===== config.mk =====
export PLATFORM = sky130hd
export DESIGN_NAME = line_rasterizer_top
export DESIGN_NICKNAME = d
export VERILOG_FILES = /design/src/hw/rtl/lrz_pkg.sv /design/src/hw/rtl/line_rasterizer_top.sv /design/src/hw/rtl/lrz_line_setup.sv /design/src/hw/rtl/lrz_walker.sv
export VERILOG_INCLUDE_DIRS = /design/src /design/src/hw/rtl
export SDC_FILE = /design/constraint.sdc
export NUM_CORES = 1
export LEC_CHECK = 0
export BUFFER_PORTS_ARGS = -buffer_cell sky130_fd_sc_hd__buf_2
export CAP_MARGIN = 0
export CORE_MARGIN = 5
export CORE_UTILIZATION = 55
export CTS_BUF_LIST = sky130_fd_sc_hd__clkbuf_16
export CTS_CLUSTER_DIAMETER = 50
export DETAILED_ROUTE_END_ITERATION = 6
export PLACE_DENSITY_LB_ADDON = 0.05
export SYNTH_ARGS = -nofsm -noshare
export SYNTH_HDL_FRONTEND = slang
export SYNTH_SLANG_ARGS = --single-unit

===== constraint.sdc =====
create_clock -name clk -period 4.7 [get_ports clk]
set_input_delay 0.47 -clock clk [delete_from_list [all_inputs] [get_ports clk]]
set_output_delay 0.47 -clock clk [all_outputs]
set_load 0.02 [all_outputs]

===== src/hw/rtl/line_rasterizer_top_assert.svh =====
// Assertion macros shared by the line rasterizer RTL.
// Each macro samples on clk and is disabled while rst_n is low.
`ifndef LINE_RASTERIZER_TOP_ASSERT_SVH
`define LINE_RASTERIZER_TOP_ASSERT_SVH

// Same-cycle implication.
`define LRZ_ASSERT_IMP(label, ante, cons) \
    label: assert property (@(posedge clk) disable iff (!rst_n) (ante) |-> (cons)) \
        else $error("line rasterizer assertion failed");

// Next-cycle implication.
`define LRZ_ASSERT_NXT(label, ante, cons) \
    label: assert property (@(posedge clk) disable iff (!rst_n) (ante) |=> (cons)) \
        else $error("line rasterizer assertion failed");

`endif


===== src/hw/rtl/lrz_pkg.sv =====
`default_nettype none

package lrz_pkg;

    // Internal coordinate width; endpoint fields wrap to this width.
    localparam int COORD_BITS  = 16;
    localparam int FIELD_BITS  = 16;
    localparam int SCREEN_BITS = 13;
    localparam int CMP_BITS    = (COORD_BITS > SCREEN_BITS ? COORD_BITS : SCREEN_BITS) + 1;

    typedef logic signed [FIELD_BITS-1:0] field_t;
    typedef logic signed [COORD_BITS-1:0] coord_t;
    typedef logic signed [COORD_BITS:0]   diff_t;
    typedef logic [COORD_BITS-1:0]        span_t;
    typedef logic [COORD_BITS:0]          span2_t;
    typedef logic [COORD_BITS+1:0]        acc_t;
    typedef logic [SCREEN_BITS-1:0]       screen_t;
    typedef logic [CMP_BITS-1:0]          cmp_t;
    typedef logic [0:0]                   cfg_index_t;

    typedef enum logic {
        FUNC_LOAD = 1'b0,
        FUNC_STEP = 1'b1
    } func_t;

    localparam cfg_index_t CFG_SCREEN_WIDTH  = 1'b0;
    localparam cfg_index_t CFG_SCREEN_HEIGHT = 1'b1;

    localparam screen_t SCREEN_WIDTH_RESET  = screen_t'(640);
    localparam screen_t SCREEN_HEIGHT_RESET = screen_t'(320);

    // Line parameters derived from a pair of endpoints.
    typedef struct packed {
        logic   major_is_y;
        coord_t major_start;
        coord_t minor_start;
        span_t  span;
        span_t  minor_mag;
        logic   minor_neg;
    } line_setup_t;

    // One rasterized pixel with its flags.
    typedef struct packed {
        coord_t x;
        coord_t y;
        logic   in_bounds;
        logic   all_in_bounds;
        logic   last;
    } pixel_t;

    function automatic coord_t coord_in(field_t v);
        return coord_t'(v);
    endfunction

    function automatic field_t coord_out(coord_t v);
        return field_t'(v);
    endfunction

endpackage

`default_nettype wire


===== src/hw/rtl/line_rasterizer_top.sv =====
`default_nettype none

// Line rasterizer. A load transaction (func = 0) takes two endpoints, picks
// the major axis (y when |dy| > |dx|, otherwise x), orders the endpoints so
// the major coordinate rises, and produces no pixel. Each following step
// transaction (func = 1) produces one pixel, from the first endpoint to the
// second inclusive; the minor coordinate is the rounded ideal position,
// tracked with an error accumulator. Each pixel carries an in-bounds flag
// against screen_width and screen_height, a running AND of that flag over
// the line, and a mark on the last pixel. Steps with no line loaded, and
// loads, produce nothing. The block takes one transaction per clock while
// the pixel output is not stalled; the error update for a pixel is one add,
// one compare and one subtract on the walker's accumulator register. A
// step's pixel passes through the input register and then the pixel output
// register before it is presented. A stalled pixel output only holds back
// steps; loads pass through. Write the screen registers only while the
// block is idle.
module line_rasterizer_top
    import lrz_pkg::*;
(
    input  wire          clk,
    input  wire          rst_n,

    input  wire          cfg_write,
    input  wire [0:0]    cfg_index,
    input  wire screen_t cfg_data,

    input  wire          item_valid,
    output logic         item_stall,
    input  wire          func,
    input  wire field_t  start_x,
    input  wire field_t  start_y,
    input  wire field_t  end_x,
    input  wire field_t  end_y,

    output logic         pixel_valid,
    input  wire          pixel_stall,
    output field_t       pixel_x,
    output field_t       pixel_y,
    output logic         in_bounds,
    output logic         all_in_bounds,
    output logic         last_pixel
);

    // Screen size registers.
    screen_t screen_width_reg;
    screen_t screen_height_reg;

    always_ff @(posedge clk or negedge rst_n)
    begin
        if (!rst_n)
        begin
            screen_width_reg  <= SCREEN_WIDTH_RESET;
            screen_height_reg <= SCREEN_HEIGHT_RESET;
        end
        else if (cfg_write)
        begin
            case (cfg_index)
                CFG_SCREEN_WIDTH:  screen_width_reg  <= cfg_data;
                CFG_SCREEN_HEIGHT: screen_height_reg <= cfg_data;
                default:           ;
            endcase
        end
    end

    // Input register. It holds one transaction until the walker consumes it.
    logic   in_valid_reg;
    func_t  func_reg;
    coord_t x0_reg;
    coord_t y0_reg;
    coord_t x1_reg;
    coord_t y1_reg;

    logic        walk_active;
    pixel_t      walk_pix;
    line_setup_t setup;
    logic        is_step;
    logic        produces;
    logic        out_free;
    logic        advance;

    assign is_step  = func_reg == FUNC_STEP;
    // Only a step on an active line yields a pixel and needs the output free.
    assign produces = is_step && walk_active;
    assign out_free = !pixel_valid || !pixel_stall;
    assign advance  = in_valid_reg && (!produces || out_free);

    assign item_stall = in_valid_reg && !advance;

    always_ff @(posedge clk or negedge rst_n)
    begin
        if (!rst_n)
        begin
            in_valid_reg <= 1'b0;
        end
        else if (!item_stall)
        begin
            in_valid_reg <= item_valid;
        end
    end

    always_ff @(posedge clk)
    begin
        if (item_valid && !item_stall)
        begin
            func_reg <= func_t'(func);
            x0_reg   <= coord_in(start_x);
            y0_reg   <= coord_in(start_y);
            x1_reg   <= coord_in(end_x);
            y1_reg   <= coord_in(end_y);
        end
    end

    lrz_line_setup u_setup
    (
        .x0    (x0_reg),
        .y0    (y0_reg),
        .x1    (x1_reg),
        .y1    (y1_reg),
        .setup (setup)
    );

    lrz_walker u_walker
    (
        .clk           (clk),
        .rst_n         (rst_n),
        .load          (advance && !is_step),
        .step          (advance && is_step),
        .setup         (setup),
        .screen_width  (screen_width_reg),
        .screen_height (screen_height_reg),
        .active        (walk_active),
        .pixel         (walk_pix)
    );

    // Pixel output register.
    logic   out_valid_reg;
    pixel_t out_pix_reg;

    always_ff @(posedge clk or negedge rst_n)
    begin
        if (!rst_n)
        begin
            out_valid_reg <= 1'b0;
        end
        else if (advance && produces)
        begin
            out_valid_reg <= 1'b1;
        end
        else if (!pixel_stall)
        begin
            out_valid_reg <= 1'b0;
        end
    end

    always_ff @(posedge clk)
    begin
        if (advance && produces)
        begin
            out_pix_reg <= walk_pix;
        end
    end

    assign pixel_valid   = out_valid_reg;
    assign pixel_x       = coord_out(out_pix_reg.x);
    assign pixel_y       = coord_out(out_pix_reg.y);
    assign in_bounds     = out_pix_reg.in_bounds;
    assign all_in_bounds = out_pix_reg.all_in_bounds;
    assign last_pixel    = out_pix_reg.last;

`include "line_rasterizer_top_assert.svh"

    // A held pixel must never be overwritten by a new one.
    `LRZ_ASSERT_IMP(a_no_overwrite, pixel_valid && pixel_stall && produces, !advance)
    // The line ends once its last pixel has been produced.
    `LRZ_ASSERT_NXT(a_last_ends_line, advance && produces && walk_pix.last, !walk_active)
    // The running flag can only be set when this pixel itself is in bounds.
    `LRZ_ASSERT_IMP(a_all_implies_one, pixel_valid && all_in_bounds, in_bounds)
    // Backpressure on the input only appears with a transaction held.
    `LRZ_ASSERT_IMP(a_stall_needs_item, item_stall, in_valid_reg && produces)

endmodule

`default_nettype wire


===== src/hw/rtl/lrz_line_setup.sv =====
`default_nettype none

module lrz_line_setup
    import lrz_pkg::*;
(
    input  wire coord_t      x0,
    input  wire coord_t      y0,
    input  wire coord_t      x1,
    input  wire coord_t      y1,
    output line_setup_t      setup
);

    diff_t dx;
    diff_t dy;
    span_t adx;
    span_t ady;
    diff_t dmaj;
    diff_t dmin;
    logic  major_is_y;
    logic  swap;

    assign dx = diff_t'(x1) - diff_t'(x0);
    assign dy = diff_t'(y1) - diff_t'(y0);

    assign adx = dx[COORD_BITS] ? span_t'(-dx) : span_t'(dx);
    assign ady = dy[COORD_BITS] ? span_t'(-dy) : span_t'(dy);

    // Ties go to x as the major axis.
    assign major_is_y = ady > adx;
    assign dmaj = major_is_y ? dy : dx;
    assign dmin = major_is_y ? dx : dy;

    // Walk from the endpoint with the smaller major coordinate.
    assign swap = dmaj[COORD_BITS];

    always_comb
    begin
        setup.major_is_y = major_is_y;
        if (major_is_y)
        begin
            setup.major_start = swap ? y1 : y0;
            setup.minor_start = swap ? x1 : x0;
            setup.span        = ady;
            setup.minor_mag   = adx;
        end
        else
        begin
            setup.major_start = swap ? x1 : x0;
            setup.minor_start = swap ? y1 : y0;
            setup.span        = adx;
            setup.minor_mag   = ady;
        end
        // Swapping the endpoints reverses the direction of the minor walk.
        setup.minor_neg = (dmin != '0) && (dmin[COORD_BITS] ^ swap);
    end

endmodule

`default_nettype wire


===== src/hw/rtl/lrz_walker.sv =====
`default_nettype none

module lrz_walker
    import lrz_pkg::*;
(
    input  wire              clk,
    input  wire              rst_n,
    input  wire              load,
    input  wire              step,
    input  wire line_setup_t setup,
    input  wire screen_t     screen_width,
    input  wire screen_t     screen_height,
    output logic             active,
    output pixel_t           pixel
);

    logic   major_is_y_reg;
    coord_t major_pos_reg;
    coord_t minor_pos_reg;
    span2_t span2_reg;
    span2_t mag2_reg;
    logic   minor_neg_reg;
    span_t  steps_left_reg;
    acc_t   error_acc_reg;
    logic   ok_so_far_reg;
    logic   active_reg;

    coord_t px;
    coord_t py;
    logic   in_bounds;
    logic   last;
    logic   all_ok;
    acc_t   acc_sum;
    logic   acc_wrap;

    assign px = major_is_y_reg ? minor_pos_reg : major_pos_reg;
    assign py = major_is_y_reg ? major_pos_reg : minor_pos_reg;

    assign in_bounds = !px[COORD_BITS-1] && !py[COORD_BITS-1]
        && (cmp_t'($unsigned(px)) < cmp_t'(screen_width))
        && (cmp_t'($unsigned(py)) < cmp_t'(screen_height));

    assign last   = steps_left_reg == '0;
    assign all_ok = ok_so_far_reg && in_bounds;

    // The sum stays below four spans, so one conditional subtract restores
    // the accumulator to the range below twice the span.
    assign acc_sum  = error_acc_reg + acc_t'(mag2_reg);
    assign acc_wrap = acc_sum >= acc_t'(span2_reg);

    assign active              = active_reg;
    assign pixel.x             = px;
    assign pixel.y             = py;
    assign pixel.in_bounds     = in_bounds;
    assign pixel.all_in_bounds = all_ok;
    assign pixel.last          = last;

    always_ff @(posedge clk or negedge rst_n)
    begin
        if (!rst_n)
        begin
            major_is_y_reg <= 1'b0;
            major_pos_reg  <= '0;
            minor_pos_reg  <= '0;
            span2_reg      <= '0;
            mag2_reg       <= '0;
            minor_neg_reg  <= 1'b0;
            steps_left_reg <= '0;
            error_acc_reg  <= '0;
            ok_so_far_reg  <= 1'b1;
            active_reg     <= 1'b0;
        end
        else if (load)
        begin
            major_is_y_reg <= setup.major_is_y;
            major_pos_reg  <= setup.major_start;
            minor_pos_reg  <= setup.minor_start;
            span2_reg      <= {setup.span, 1'b0};
            mag2_reg       <= {setup.minor_mag, 1'b0};
            minor_neg_reg  <= setup.minor_neg;
            steps_left_reg <= setup.span;
            error_acc_reg  <= acc_t'(setup.span);
            ok_so_far_reg  <= 1'b1;
            active_reg     <= 1'b1;
        end
        else if (step && active_reg)
        begin
            ok_so_far_reg <= all_ok;
            if (last)
            begin
                active_reg <= 1'b0;
            end
            else
            begin
                major_pos_reg  <= major_pos_reg + coord_t'(1);
                steps_left_reg <= steps_left_reg - span_t'(1);
                if (acc_wrap)
                begin
                    error_acc_reg <= acc_sum - acc_t'(span2_reg);
                    minor_pos_reg <= minor_neg_reg ? minor_pos_reg - coord_t'(1)
                                                   : minor_pos_reg + coord_t'(1);
                end
                else
                begin
                    error_acc_reg <= acc_sum;
                end
            end
        end
    end

endmodule

`default_nettype wire

==> metrics.cfg <==
[run_status]
status=complete, but fails checks
failed_checks=setup timing

[timing]
relSlewSlack_pct=26.30
tns_ns=-6.692
setup_violations=77
hold_ws_ns=0.05172
tightest_slew_ns=1.105
hold_violations=0
skew_ns=0.01982
rsz0062_at_grt=yes
fin_ws_ns=-0.1977
slew_viol_final=0
fin_crit_sh_pct=104.2
fmax_mhz=204.2
finalWorstPathRequiredPeriod_ns=4.898

[placement]
dp_slack_ns=-0.4240
placed_cell_area_um2=18860
numPortBuffers=120
placedCellCount=2414
dp_hpwl_um=39660
finalWeightedCongestion=1.021

[global_route]
grtUsageTotal_pct=30.52
antenna_found_initial=0
grt_pass1_wl_um=80970
overflow=0
grt_pass1_vias=14680
grt_max_degree=89

[routing]
initialDrtViolationCount=1247
wl_met1_um=23410
drtAntennaViolNets=0
wl_per_cell_um=20.96
drc=0
totalWireLength_um=53250
num_vias=15270
via_per_inst=6.010
routed-wl-met3_um=3246
top_layer_used=met4
dr.pass1.iters=5
wl_met2_um=24300

[floorplanning]
die_width_um=182.3
row_count=63
core_area_um2=29480
fp.dieH_um=182.3
die_area_um2=33230
start_util_pct=55.37
io_pins=121

[logic_synthesis]
syn_area_um2=16320
synth_cell_types=100
synth-edff-count=100
syn_nets=1962
synth_ff_type=dfrtp_1
yosys_warnings=0
seq_area_frac_synth_pct=38.36
syn_area_per_cell_um2=9.323
async_reset_ff_share_pct=56.52
yosys_register_bits=230
synth_cells=1751

[clock_tree]
cts_buffers=31
h-tree-depth=1
cts-root-buf=clkbuf_16
clock_path_buffers=3
clk_latency_ns=0.59
tritoncts=built
clk_pin_slew_ns=0.06
cts_sinks=230

[power_and_ir_drop]
max-vdd-ir-drop_mv=0.4615
power_leakage_nw=9.419
p_per_area_nw_per_um2=755.7

[job]
cap_viol_max_count=0

[layout]
nets=2336
n_antenna_cell=0
largest_reg_flops=18
num-fill-cells=2222
regArea_um2=6262
final_common_cell=buf_4
multi_input_area_um2=10230
synthToLayoutAreaGrowth_pct=32.28
fin_cells=2540
mostFrequentLayoutCells=buf_4 (276), nand2_1 (141), o21ai_0 (131)
design_area_um2=21590
drive_gt1_share_pct=33.30

[setup_path]
critical_path_class=reg -> reg
cp.required_ns=5.22
cp-end-kind=register
critPathBufInv=5
path_cells=ha_1 > a21o_1 > a221oi_2 > buf_4 > o21ai_1 > xnor2_2 > nand4_1 > buf_4 > o41ai_4 > xor2_1 > inv_1 > ha_1 > a21o_1 > a21oi_2 > o211ai_1 > o21a_2 > buf_12 > buf_8 > a221o_1 > nand2_2 > o221a_4
critPathSlowestCell=edfxtp_1
cp_top_family=compound AO/OA/AOI/OAI gates
crit_path_start_kind=register
cp.arrival_ns=5.42
crit_path_max_fanout=7
crit_path_max_incr_delay_ns=0.42

[min_path]
hp-class=in -> reg

[final timing paths]
| check | startpoint | end | slack (ns) | depth (start not counted) |
|---|---|---|---|---|
| max | y1_reg[4]$_DFFE_PP_ | u_walker.minor_pos_reg[14]$_DFFE_PN0P_ | -0.20 | 21 |
| min | end_y[12] | y1_reg[12]$_DFFE_PP_ | 0.05 | 1 |
| max reg2reg | y1_reg[4]$_DFFE_PP_ | u_walker.minor_pos_reg[14]$_DFFE_PN0P_ | -0.20 | 21 |
| min reg2reg | u_walker.active$_DFFE_PN0P_ | u_walker.active$_DFFE_PN0P_ | 0.48 | 1 |
| max in group asynchronous | rst_n | u_walker.mag2_reg[2]$_DFFE_PN0P_ | 3.06 | 3 |
| min in group asynchronous | rst_n | u_walker.span2_reg[4]$_DFFE_PN0P_ | 0.51 | 2 |
[stage by stage]
stage | power (mW) | utilization (%)
floorplan | 9.478 | -
global placement | 12.03 | 63.97
detailed placement | 12.22 | 63.97
CTS | 15.14 | 69.48
global route | 17.43 | 73.25
finish | 16.32 | 73.25
[report_power, final]
group | switching (mW) | total, mW | internal [mW]
combinational | 5.85 | 10.8 | 4.94
clock | 0.966 | 2.30 | 1.34
sequential | 0.500 | 3.23 | 2.73
[layer usage]
layer | track usage [%] | up-vias
li1 | - | 7206
met1 | 42.75 | 7335
met2 | 48.94 | 608
met3 | 4.086 | 117
met4 | 10.84 | 0
met5 | 0 | -
[synth_stat cells (14+ instances only)]
cell | count | area (µm²)
o211ai_1 | 30 | 225.2
clkbuf_1 | 48 | 180.2
nor2_1 | 103 | 386.6
nor3_1 | 40 | 200.2
o21ai_0 | 166 | 830.8
a31oi_1 | 35 | 219.0
mux2_2 | 46 | 518.0
dfrtp_1 | 125 | 3128
a21oi_1 | 105 | 525.5
nand4_1 | 15 | 93.84
nand2b_1 | 19 | 118.9
nand2_1 | 146 | 548.0
o21a_1 | 23 | 172.7
edfxtp_1 | 100 | 3003
a21o_1 | 29 | 217.7
ha_1 | 122 | 1526
inv_1 | 122 | 457.9
mux2i_1 | 18 | 180.2
and3_1 | 14 | 87.58
a211oi_1 | 18 | 135.1
nand3_1 | 40 | 200.2
xor2_1 | 39 | 341.6
xnor2_1 | 62 | 543.0
buf_2 | 15 | 75.07
nor2b_1 | 15 | 93.84
[final cells by class]
type	instances	area share, %
multi-input combinational	1314	47.38
sequential	230	29.00
timing repair buffer	426	14.52
clock buffer	31	3.593
tap	390	2.260
inverter	122	2.121
clock inverter	27	1.136
[logic make-up (layout without fill, tap and decap cells)]
logic type	count (synthesis)	after routing	synth area share, %
DFF	230	230	38.36
AOI/OAI and AO/OA	553	553	22.30
muxes	65	65	4.415
and+or+nand+nor	466	466	13.92
adders and majority gates	127	127	9.964
xor gates and xnor gates	103	103	5.618
buffers and inverters	207	606	5.419
[timing repair]
action,4_1_cts,5_1_grt
hold buffers,1,0
buffers inserted,40,29
setup endpoints to repair,97,98
endpoints found under the hold margin,22,0
pin swaps,45,73
gates cloned,1,2
resized for setup,66,177
Note: power is estimated with default switching activity, not from simulation.
